$ cat src/sv/mwe_pkg.sv
// ----------------------------------------------------------------------------
// mwe_pkg
// Shared types and constants for the microwire eeprom master: sequencer
// phases, command frame codes, opcodes, register indexes and reset values.
// ----------------------------------------------------------------------------
package mwe_pkg;

   // configuration register indexes
   localparam logic [2:0] CSR_WORD_MODE     = 3'd0;
   localparam logic [2:0] CSR_ADDRESS_BITS  = 3'd1;
   localparam logic [2:0] CSR_HALF_PERIOD   = 3'd2;
   localparam logic [2:0] CSR_POLL_READY    = 3'd3;
   localparam logic [2:0] CSR_READY_TIMEOUT = 3'd4;

   localparam int CSR_INDEX_BITS = 3;
   localparam int CSR_DATA_BITS  = 20;

   // configuration reset values
   localparam logic        WORD_MODE_RST     = 1'b1;
   localparam logic [3:0]  ADDRESS_BITS_RST  = 4'd6;
   localparam logic [7:0]  HALF_PERIOD_RST   = 8'd1;
   localparam logic        POLL_READY_RST    = 1'b1;
   localparam logic [19:0] READY_TIMEOUT_RST = 20'd600000;

   localparam int WAIT_COUNTER_BITS_DEF = 20;

   // address width limits
   localparam logic [3:0] ADDR_BITS_MIN = 4'd6;
   localparam logic [3:0] ADDR_BITS_MAX = 4'd8;

   // frame geometry: start bit + opcode + up to 8 address bits + up to 16 data bits
   localparam int CMD_BITS   = 11;
   localparam int FRAME_BITS = 27;
   localparam int COUNT_BITS = 5;

   // start bit followed by the two opcode bits
   localparam logic [2:0] CMD_READ  = 3'b110;
   localparam logic [2:0] CMD_WRITE = 3'b101;
   localparam logic [2:0] CMD_EXT   = 3'b100;

   typedef enum logic [1:0] {
      FR_READ  = 2'd0,
      FR_EWEN  = 2'd1,
      FR_WRITE = 2'd2,
      FR_EWDS  = 2'd3
   } frame_type;

   typedef enum logic [8:0] {
      PH_IDLE     = 9'b000000001,
      PH_SHIFT_LO = 9'b000000010,
      PH_SHIFT_HI = 9'b000000100,
      PH_READ_LO  = 9'b000001000,
      PH_READ_HI  = 9'b000010000,
      PH_DESEL    = 9'b000100000,
      PH_POLL     = 9'b001000000,
      PH_FIXED    = 9'b010000000,
      PH_GAP      = 9'b100000000
   } phase_type;

endpackage

$ cat src/sv/mwe_frame_gen.sv
// ----------------------------------------------------------------------------
// mwe_frame_gen
// Builds one command frame: start bit, opcode, address and, for a write,
// the data word, right aligned, with the number of bits to send.
// ----------------------------------------------------------------------------
module mwe_frame_gen (
   input  mwe_pkg::frame_type                    frame,
   input  logic                                  word_mode,
   input  logic [3:0]                            address_bits,
   input  logic [7:0]                            address,
   input  logic [15:0]                           write_data,
   output logic [mwe_pkg::FRAME_BITS-1:0]        shift_word,
   output logic [mwe_pkg::COUNT_BITS-1:0]        bit_count
);
   import mwe_pkg::*;

   logic [3:0]          addr_w;
   logic [7:0]          addr_mask;
   logic [7:0]          addr_field;
   logic [2:0]          cmd;
   logic [CMD_BITS-1:0] cmd_word;
   logic [15:0]         data_field;

   // out-of-range address widths clamp to 6..8
   always_comb begin
      if (address_bits < ADDR_BITS_MIN) begin
         addr_w = ADDR_BITS_MIN;
      end else if (address_bits > ADDR_BITS_MAX) begin
         addr_w = ADDR_BITS_MAX;
      end else begin
         addr_w = address_bits;
      end
   end

   assign addr_mask  = 8'((9'd1 << addr_w) - 9'd1);
   assign data_field = word_mode ? write_data : {8'd0, write_data[7:0]};

   always_comb begin
      unique case (frame)
         FR_READ: begin
            cmd        = CMD_READ;
            addr_field = address & addr_mask;
         end
         FR_WRITE: begin
            cmd        = CMD_WRITE;
            addr_field = address & addr_mask;
         end
         FR_EWEN: begin
            // opcode 00 then 11 in the two top address bits
            cmd        = CMD_EXT;
            addr_field = 8'(8'd3 << (addr_w - 4'd2));
         end
         default: begin
            cmd        = CMD_EXT;
            addr_field = 8'd0;
         end
      endcase
   end

   assign cmd_word = (CMD_BITS'(cmd) << addr_w) | CMD_BITS'(addr_field);

   always_comb begin
      if (frame == FR_WRITE) begin
         if (word_mode) begin
            shift_word = (FRAME_BITS'(cmd_word) << 16) | FRAME_BITS'(data_field);
            bit_count  = COUNT_BITS'(5'd19 + {1'b0, addr_w});
         end else begin
            shift_word = (FRAME_BITS'(cmd_word) << 8) | FRAME_BITS'(data_field);
            bit_count  = COUNT_BITS'(5'd11 + {1'b0, addr_w});
         end
      end else begin
         shift_word = FRAME_BITS'(cmd_word);
         bit_count  = COUNT_BITS'(5'd3 + {1'b0, addr_w});
      end
   end

endmodule

$ cat src/sv/microwire_eeprom_master_unit.sv
// ----------------------------------------------------------------------------
// microwire_eeprom_master_unit
// Microwire serial eeprom master: read, or write wrapped in ewen/ewds, one
// sequencer tick per accepted word, with ready polling or fixed wait.
// ----------------------------------------------------------------------------
// latency: the result word for a request appears on the cycle after it is taken
// throughput: one request word per cycle; the only stall is a held result
// the sequencer state and the result register update together in that cycle
// synchronous active-high reset: sequencer idle, outputs zero, registers at
// their defaults (16-bit words, 6 address bits, half period 1, poll, 600000)
module microwire_eeprom_master_unit #(
   parameter int WAIT_COUNTER_BITS = mwe_pkg::WAIT_COUNTER_BITS_DEF
) (
   input  logic                                clock,
   input  logic                                reset,
   input  logic                                csr_we,
   input  logic [mwe_pkg::CSR_INDEX_BITS-1:0]  csr_index,
   input  logic [mwe_pkg::CSR_DATA_BITS-1:0]   csr_wdata,
   input  logic                                req_valid,
   output logic                                req_stall,
   input  logic                                req_start_req,
   input  logic                                req_action,
   input  logic [7:0]                          req_address,
   input  logic [15:0]                         req_write_data,
   input  logic                                req_eeprom_out_bit,
   output logic                                rsp_valid,
   input  logic                                rsp_stall,
   output logic                                rsp_chip_select,
   output logic                                rsp_shift_clock,
   output logic                                rsp_eeprom_in_bit,
   output logic                                rsp_busy_res,
   output logic                                rsp_done_res,
   output logic [15:0]                         rsp_read_value,
   output logic                                rsp_timed_out
);
   import mwe_pkg::*;

   localparam int WCB   = WAIT_COUNTER_BITS;
   localparam int CMP_W = (WCB > 20) ? WCB : 20;
   localparam logic [WCB-1:0] WAIT_MAX = {WCB{1'b1}};

   // configuration
   logic        word_mode_ff,     word_mode_in;
   logic [3:0]  address_bits_ff,  address_bits_in;
   logic [7:0]  half_period_ff,   half_period_in;
   logic        poll_ready_ff,    poll_ready_in;
   logic [19:0] ready_timeout_ff, ready_timeout_in;

   // sequencer
   phase_type                phase_ff,     phase_in;
   frame_type                frame_ff,     frame_in;
   logic [COUNT_BITS-1:0]    bit_count_ff, bit_count_in;
   logic [FRAME_BITS-1:0]    shift_ff,     shift_in;
   logic [7:0]               divider_ff,   divider_in;
   logic [WCB-1:0]           wait_ff,      wait_in;
   logic [15:0]              read_shift_ff, read_shift_in;
   logic [7:0]               held_addr_ff, held_addr_in;
   logic [15:0]              held_data_ff, held_data_in;
   logic [15:0]              last_read_ff, last_read_in;
   logic                     timeout_ff,   timeout_in;

   // result register
   logic        rsp_valid_ff, rsp_valid_in;
   logic        cs_ff, cs_in;
   logic        sk_ff, sk_in;
   logic        di_ff, di_in;
   logic        busy_ff, busy_in;
   logic        done_ff, done_in;

   logic                  in_acc;
   frame_type             frame_sel;
   logic [7:0]            frame_addr;
   logic [15:0]           frame_data;
   logic [FRAME_BITS-1:0] frame_shift;
   logic [COUNT_BITS-1:0] frame_bits;
   logic [7:0]            hp_eff;
   logic                  half_done;
   logic [7:0]            divider_adv;
   logic [COUNT_BITS-1:0] bit_dec;
   logic [15:0]           read_next;
   logic [WCB-1:0]        wait_inc;
   logic [CMP_W-1:0]      wait_lim;
   logic                  wait_end;

   assign req_stall = rsp_valid_ff & rsp_stall;
   assign in_acc    = req_valid & ~req_stall;

   // ---------------------------------------------------------------- config
   always_comb begin
      word_mode_in     = word_mode_ff;
      address_bits_in  = address_bits_ff;
      half_period_in   = half_period_ff;
      poll_ready_in    = poll_ready_ff;
      ready_timeout_in = ready_timeout_ff;
      if (csr_we) begin
         unique case (csr_index)
            CSR_WORD_MODE:     word_mode_in     = csr_wdata[0];
            CSR_ADDRESS_BITS:  address_bits_in  = csr_wdata[3:0];
            CSR_HALF_PERIOD:   half_period_in   = csr_wdata[7:0];
            CSR_POLL_READY:    poll_ready_in    = csr_wdata[0];
            CSR_READY_TIMEOUT: ready_timeout_in = csr_wdata[19:0];
            default: begin
            end
         endcase
      end
   end

   // ---------------------------------------------------------------- frames
   always_comb begin
      if (phase_ff == PH_IDLE) begin
         frame_sel  = req_action ? FR_EWEN : FR_READ;
         frame_addr = req_address;
         frame_data = req_write_data;
      end else if (phase_ff == PH_DESEL) begin
         frame_sel  = FR_WRITE;
         frame_addr = held_addr_ff;
         frame_data = held_data_ff;
      end else begin
         frame_sel  = FR_EWDS;
         frame_addr = held_addr_ff;
         frame_data = held_data_ff;
      end
   end

   mwe_frame_gen u_frame_gen (
      .frame        (frame_sel),
      .word_mode    (word_mode_ff),
      .address_bits (address_bits_ff),
      .address      (frame_addr),
      .write_data   (frame_data),
      .shift_word   (frame_shift),
      .bit_count    (frame_bits)
   );

   // ---------------------------------------------------------------- timing
   assign hp_eff      = (half_period_ff == 8'd0) ? 8'd1 : half_period_ff;
   assign half_done   = ({1'b0, divider_ff} + 9'd1) >= {1'b0, hp_eff};
   assign divider_adv = half_done ? 8'd0 : 8'(divider_ff + 8'd1);
   assign bit_dec     = (bit_count_ff != '0) ? COUNT_BITS'(bit_count_ff - 1'b1) : '0;
   assign read_next   = {read_shift_ff[14:0], req_eeprom_out_bit};

   // saturating wait counter against the clipped timeout
   assign wait_inc = (wait_ff != WAIT_MAX) ? WCB'(wait_ff + 1'b1) : wait_ff;
   assign wait_lim = (CMP_W'(ready_timeout_ff) > CMP_W'(WAIT_MAX)) ?
                     CMP_W'(WAIT_MAX) : CMP_W'(ready_timeout_ff);
   assign wait_end = CMP_W'(wait_inc) >= wait_lim;

   // ---------------------------------------------------------------- next state
   always_comb begin
      phase_in      = phase_ff;
      frame_in      = frame_ff;
      bit_count_in  = bit_count_ff;
      shift_in      = shift_ff;
      divider_in    = divider_ff;
      wait_in       = wait_ff;
      read_shift_in = read_shift_ff;
      held_addr_in  = held_addr_ff;
      held_data_in  = held_data_ff;
      last_read_in  = last_read_ff;
      timeout_in    = timeout_ff;
      done_in       = 1'b0;

      unique case (phase_ff)
         PH_IDLE: begin
            if (req_start_req) begin
               held_addr_in = req_address;
               held_data_in = req_write_data;
               timeout_in   = 1'b0;
               wait_in      = '0;
               frame_in     = frame_sel;
               shift_in     = frame_shift;
               bit_count_in = frame_bits;
               divider_in   = 8'd0;
               phase_in     = PH_SHIFT_LO;
            end
         end
         PH_SHIFT_LO: begin
            divider_in = divider_adv;
            if (half_done) begin
               phase_in = PH_SHIFT_HI;
            end
         end
         PH_SHIFT_HI: begin
            divider_in = divider_adv;
            if (half_done) begin
               if (bit_dec != '0) begin
                  bit_count_in = bit_dec;
                  phase_in     = PH_SHIFT_LO;
               end else if (frame_ff == FR_READ) begin
                  bit_count_in  = word_mode_ff ? COUNT_BITS'(16) : COUNT_BITS'(8);
                  read_shift_in = 16'd0;
                  phase_in      = PH_READ_LO;
               end else begin
                  bit_count_in = bit_dec;
                  phase_in     = PH_DESEL;
               end
            end
         end
         PH_READ_LO: begin
            divider_in = divider_adv;
            if (half_done) begin
               phase_in = PH_READ_HI;
            end
         end
         PH_READ_HI: begin
            divider_in = divider_adv;
            if (half_done) begin
               read_shift_in = read_next;
               bit_count_in  = bit_dec;
               if (bit_dec == '0) begin
                  last_read_in = read_next;
                  phase_in     = PH_DESEL;
               end else begin
                  phase_in = PH_READ_LO;
               end
            end
         end
         PH_DESEL: begin
            divider_in = divider_adv;
            if (half_done) begin
               if (frame_ff == FR_EWEN) begin
                  frame_in     = FR_WRITE;
                  shift_in     = frame_shift;
                  bit_count_in = frame_bits;
                  divider_in   = 8'd0;
                  phase_in     = PH_SHIFT_LO;
               end else if (frame_ff == FR_WRITE) begin
                  wait_in  = '0;
                  phase_in = poll_ready_ff ? PH_POLL : PH_FIXED;
               end else begin
                  phase_in = PH_IDLE;
                  done_in  = 1'b1;
               end
            end
         end
         PH_POLL: begin
            if (req_eeprom_out_bit) begin
               phase_in   = PH_GAP;
               divider_in = 8'd0;
            end else begin
               wait_in = wait_inc;
               if (wait_end) begin
                  timeout_in = 1'b1;
                  phase_in   = PH_GAP;
                  divider_in = 8'd0;
               end
            end
         end
         PH_FIXED: begin
            wait_in = wait_inc;
            if (wait_end) begin
               phase_in   = PH_GAP;
               divider_in = 8'd0;
            end
         end
         PH_GAP: begin
            divider_in = divider_adv;
            if (half_done) begin
               frame_in     = FR_EWDS;
               shift_in     = frame_shift;
               bit_count_in = frame_bits;
               divider_in   = 8'd0;
               phase_in     = PH_SHIFT_LO;
            end
         end
         default: begin
            phase_in = PH_IDLE;
         end
      endcase
   end

   // ---------------------------------------------------------------- pin drives
   always_comb begin
      cs_in = 1'b0;
      sk_in = 1'b0;
      di_in = 1'b0;
      if ((phase_in == PH_SHIFT_LO) || (phase_in == PH_SHIFT_HI)) begin
         cs_in = 1'b1;
         sk_in = (phase_in == PH_SHIFT_HI);
         if ((bit_count_in != '0) && (bit_count_in <= COUNT_BITS'(FRAME_BITS))) begin
            di_in = shift_in[COUNT_BITS'(bit_count_in - 1'b1)];
         end
      end else if ((phase_in == PH_READ_LO) || (phase_in == PH_READ_HI)) begin
         cs_in = 1'b1;
         sk_in = (phase_in == PH_READ_HI);
      end else if (phase_in == PH_POLL) begin
         cs_in = 1'b1;
      end
   end

   assign busy_in      = (phase_in != PH_IDLE);
   assign rsp_valid_in = in_acc | req_stall;

   // ---------------------------------------------------------------- registers
   always_ff @(posedge clock) begin
      if (reset) begin
         word_mode_ff     <= WORD_MODE_RST;
         address_bits_ff  <= ADDRESS_BITS_RST;
         half_period_ff   <= HALF_PERIOD_RST;
         poll_ready_ff    <= POLL_READY_RST;
         ready_timeout_ff <= READY_TIMEOUT_RST;
      end else begin
         word_mode_ff     <= word_mode_in;
         address_bits_ff  <= address_bits_in;
         half_period_ff   <= half_period_in;
         poll_ready_ff    <= poll_ready_in;
         ready_timeout_ff <= ready_timeout_in;
      end
   end

   always_ff @(posedge clock) begin
      if (reset) begin
         phase_ff     <= PH_IDLE;
         last_read_ff <= 16'd0;
         timeout_ff   <= 1'b0;
         rsp_valid_ff <= 1'b0;
      end else begin
         rsp_valid_ff <= rsp_valid_in;
         if (in_acc) begin
            phase_ff     <= phase_in;
            last_read_ff <= last_read_in;
            timeout_ff   <= timeout_in;
         end
      end
   end

   // datapath and result payload advance only on an accepted word
   always_ff @(posedge clock) begin
      if (reset) begin
         frame_ff      <= FR_READ;
         bit_count_ff  <= '0;
         shift_ff      <= '0;
         divider_ff    <= 8'd0;
         wait_ff       <= '0;
         read_shift_ff <= 16'd0;
         held_addr_ff  <= 8'd0;
         held_data_ff  <= 16'd0;
         cs_ff         <= 1'b0;
         sk_ff         <= 1'b0;
         di_ff         <= 1'b0;
         busy_ff       <= 1'b0;
         done_ff       <= 1'b0;
      end else if (in_acc) begin
         frame_ff      <= frame_in;
         bit_count_ff  <= bit_count_in;
         shift_ff      <= shift_in;
         divider_ff    <= divider_in;
         wait_ff       <= wait_in;
         read_shift_ff <= read_shift_in;
         held_addr_ff  <= held_addr_in;
         held_data_ff  <= held_data_in;
         cs_ff         <= cs_in;
         sk_ff         <= sk_in;
         di_ff         <= di_in;
         busy_ff       <= busy_in;
         done_ff       <= done_in;
      end
   end

   assign rsp_valid         = rsp_valid_ff;
   assign rsp_chip_select   = cs_ff;
   assign rsp_shift_clock   = sk_ff;
   assign rsp_eeprom_in_bit = di_ff;
   assign rsp_busy_res      = busy_ff;
   assign rsp_done_res      = done_ff;
   assign rsp_read_value    = last_read_ff;
   assign rsp_timed_out     = timeout_ff;

endmodule
$ cat config.mk
export PLATFORM = sky130hd
export DESIGN_NAME = microwire_eeprom_master_unit
export DESIGN_NICKNAME = d
export VERILOG_FILES = /design/src/sv/mwe_pkg.sv /design/src/sv/mwe_frame_gen.sv /design/src/sv/microwire_eeprom_master_unit.sv
export SDC_FILE = /design/constraint.sdc
export NUM_CORES = 1
export LEC_CHECK = 0
export BUFFER_PORTS_ARGS = -buffer_cell sky130_fd_sc_hd__buf_2
export CAP_MARGIN = 40
export CORE_ASPECT_RATIO = 1.2
export CORE_MARGIN = 4
export CORE_UTILIZATION = 61
export CTS_CLUSTER_SIZE = 14
export DETAILED_ROUTE_END_ITERATION = 8
export PLACE_DENSITY = 0.83
export SYNTH_ARGS = -nofsm -noshare
export SYNTH_HDL_FRONTEND = slang
export SYNTH_SLANG_ARGS = --single-unit
$ cat constraint.sdc
create_clock -name clock -period 14.3 [get_ports clock]
set_input_delay 2.86 -clock clock [delete_from_list [all_inputs] [get_ports clock]]
set_output_delay 2.86 -clock clock [all_outputs]
set_load 0.01 [all_outputs]
==> results by stage <==
Run status:
- The flow ran to the end, and the final reports show no timing, DRC or antenna violations.

STA:
- The slew at the pin with the worst max-slew slack is 0.887 ns.
- The tightest hold path in the finished design has a slack of 0.445 ns.
- The final-report setup violation count is 0.
- The shortest period the worst path allows is 6.08 ns.
- Setup repair after global routing left no endpoint under its margin.
- The highest attainable clock frequency is 0.165 GHz.
- The ratio of final minimum period to clock period is 42.5%.
- The post-layout worst setup margin is 8.22 ns.
- The largest clock skew in the final design is 0.00974 ns.
- The count of final max-slew check failures is 0.
- Headroom to the max-slew limit came out at 40.9%.
- The number of failing hold endpoints at the final stage is 0.
- The final setup TNS is 0 ns.

Place:
- The worst slack at placement is 8.22 ns.
- The half-perimeter wire length after placement is 18400 um.
- The number of buffers inserted by port buffering is 78.
- The weighted congestion at the end of routability-driven global placement is 0.980.

Drt:
- The post-detailed-route wirelength per cell is 17.4 um.
- In the routed design, unresolved DRC markers number 0.
- The per-cell via count in the routed design is 6.19.
- The routed design has 26600 um of wire.
- The number of nets with antenna violations after detailed routing is 0.
- The number of DRC markers after the initial detailed-route iteration is 698.
- The via total after detailed routing is 9428.
- The number of optimization iterations in the first detailed-route pass is 6.

Floorplan:
- The area enclosed by the die boundary is 0.0183 sq mm.
- The die outline width is 124 um.
- The top-level I/O count is 79.
- The initial cell density of the core is 62.8%.
- The number of rows created at floorplan is 50.
- The die is 148 um tall.
- The placeable core area is 0.0158 sq mm.

Power:
- The total power divided by cell area is 103 mW/mm^2.
- The reported leakage power is 4.31 nW.
- Across the VDD grid, the largest voltage drop is 0.0000876 V.
- Power comes to 1.10 mW.

Worst setup path:
- Walking the worst path, the cells encountered are buf_2 -> nand2_1 -> inv_1 -> buf_2.
- The maximum net fanout on the critical path is 3.
- The most critical setup path has its startpoint at rsp_stall.
- The category of the critical setup timing path is in2out.
- The end of the worst register-to-register path is rsp_eeprom_in_bit.
- The most numerous cell on the critical path is buf_2.
- The path depth of the worst reg2reg path is 20.
- The critical path's slowest cell is buf_2.
- The worst stage delay on the critical path is 0.13 ns.
- In this run the critical register-to-register path is launched from wait_ff[3].
- The category of the worst setup path capture point is a primary output.
- The required time reported for the critical path endpoint is 11.44 ns.
- The capturing instance or port of the critical path is req_stall.
- The reg-to-reg setup timing slack is 8.80 ns.
- The type of element launching the critical path is a primary input.
- The data arrival at the endpoint of the critical path is 3.22 ns.

Clock tree:
- Post-CTS timing repair inserted 0 buffers for setup.
- Clock latency on the worst-skew pair, taken at its later pin, is 0.44 ns.
- The H-tree was split into 4 levels.
- The post-CTS clock slew at the launch and capture registers of the worst setup and hold paths is 0.07 ns.
- In this run the deepest clock path goes through 2 buffers.
- For this design, the CTS-stage hold fixing added 0 buffers.
- Post-CTS repair changed the size of 0 cells.
- TritonCTS built the clock tree.
- In this run the clock root is driven by a clkbuf_16.
- TritonCTS created 17 clock buffers.
- The total clock sinks is 167.

Finish:
- The repair_antennas step left the layout with diodes totalling 0.
- The area added between synthesis and finish is 8.68%.
- The share of cells above drive strength 1 is 13.2%.
- The count of nets after finishing is 1406.

Synth:
- The synthesized design contains 0 enable-type register cells.
- The synthesized instance count is 1272.
- The synthesized netlist occupies a cell area of 0.00990 sq mm.
- The synthesized flop and latch total is 167.
- The share of the synthesized area in the top cell type is 33.8%.
- The commonest cells after synthesis are nand2_1 (231), dfxtp_1 (167), a21oi_1 (139), nor2_1 (127), clkbuf_1 (54).
- The Yosys step of the flow raised 0 warnings.
- The proportion of register bits with asynchronous set or reset after synthesis is 0%.
- By area the synthesized netlist is led by dfxtp_1 (34%), nand2_1 (8.8%), a21oi_1 (7.0%), ha_1 (6.2%), nor2_1 (4.8%).
- The average instance area after synthesis is 7.78 sq um.
- The cell with the most instances after synthesis is nand2_1.
- The netlist uses 91 different library cells.
- For this run, the leading register cell type out of synthesis is dfxtp_1.
- The share of the Yosys chip area taken by registers is 33.8%.
- The dominant cell type by area after synthesis is dfxtp_1.

Flow run:
- Across the run, the number of max-cap violations was 0.

Global route:
- The first global-routing pass estimated 44400 um of wire.
- The remaining global-route overflow is 0.
- The number of antenna violations at the first check in global routing is 0.
- The largest net degree at the start of global routing is 78.
- In the global route stage, overall resource usage came out at 28.9%.
- The via count of the first global-routing pass is 9117.

Hold path:
- The worst hold path belongs to the class reg2reg.
==> layer usage <==
layer / routed length [um] / vias up / global-route usage [%]
met1: 10600 / 4420 / 33.8
met5: 0 / - / 0
met4: 1270 / 0 / 15.9
li1: - / 4545 / -
met3: 1450 / 100 / 4.66
met2: 13200 / 363 / 50.5
==> stage by stage <==
step / utilization (%) / instance area, sq um / cells
3_5_place_dp: 64.8 / 10200 / 1491
6_report: 68.3 / 10800 / 1523
5_1_grt: 68.3 / 10800 / 1523
2_1_floorplan: - / 9910 / 1273
4_1_cts: 68.3 / 10800 / 1523
3_3_place_gp: 64.6 / 10200 / 1489
==> flip-flops by register name (all words and copies together), names as in the netlist <==
| register | count |
|---|---|
| phase_ff | 9 |
| rsp_chip_select | 1 |
| rsp_timed_out | 1 |
| divider_ff | 8 |
| shift_ff | 27 |
| rsp_done_res | 1 |
| rsp_busy_res | 1 |
| poll_ready_ff | 1 |
| wait_ff | 20 |
| ready_timeout_ff | 20 |
| address_bits_ff | 4 |
| word_mode_ff | 1 |
| rsp_shift_clock | 1 |
| rsp_valid | 1 |
| half_period_ff | 8 |
| read_shift_ff | 15 |
| held_data_ff | 16 |
| rsp_read_value | 16 |
| bit_count_ff | 5 |
| held_addr_ff | 8 |
| rsp_eeprom_in_bit | 1 |
| frame_ff | 2 |
==> logic make-up (layout without fill, tap and decap cells) <==
group / Yosys count / count (layout) / share of synthesized area, %
AO/OA/AOI/OAI: 329 / 329 / 21.7
other: 1 / 2 / 0.0379
XOR/XNOR: 30 / 30 / 2.65
multiplexers: 32 / 32 / 3.88
buffers and inverters: 123 / 165 / 6.04
AND/OR/NAND/NOR: 541 / 541 / 25.7
adder cells (fa/ha/maj): 49 / 49 / 6.19
flip-flops: 167 / 167 / 33.8
==> worst min path at each step <==
stage                             from            endpoint  slack, ns  cells past startpoint
floorplan            read_shift_ff[14]   read_shift_ff[14]       0.43                      2
global placement    rsp_read_value[11]  rsp_read_value[11]       0.44                      2
detailed placement  rsp_read_value[12]  rsp_read_value[12]       0.44                      2
CTS                 rsp_read_value[12]  rsp_read_value[12]       0.45                      2
global route        rsp_read_value[12]  rsp_read_value[12]       0.46                      2
finish              rsp_read_value[13]  rsp_read_value[13]       0.45                      2
==> area by class of cell <==
class	instances	area, sq um
Multi-Input combinational cell	983	5970
Fill cell	1352	5000
Sequential cell	167	3340
Timing Repair Buffer	87	468
Clock buffer	18	439
Tap cell	208	260
Inverter	46	173
Clock inverter	14	113
==> layout by cell type, fill, tap and decap left out, drive strengths merged, types with 10 or more instances in the layout <==
cell	count
nand2	233
dfxtp	167
a21oi	139
nor2	130
buf	87
inv	53
ha	49
nand3	45
o21ai	42
nor3	27
a211oi	26
clkbuf	18
a22oi	17
mux2i	17
xor2	16
o211ai	16
xnor2	14
and3	13
nor2b	12
and2	12
nand2b	11
a21o	11
mux2	11
nand4	11
or3	10
==> power breakdown <==
| group | internal (mW) | switching [mW] |
|---|---|---|
| Sequential | 0.478 | 0.0114 |
| Combinational | 0.0653 | 0.112 |
| Clock | 0.231 | 0.206 |
==> critical path, delay by kind of cell <==
kind,cells,cell delay (ns)
buffers and inverters,3,0.28
AND/OR/NAND/NOR,1,0.07
(Power assumes the default switching activity.)
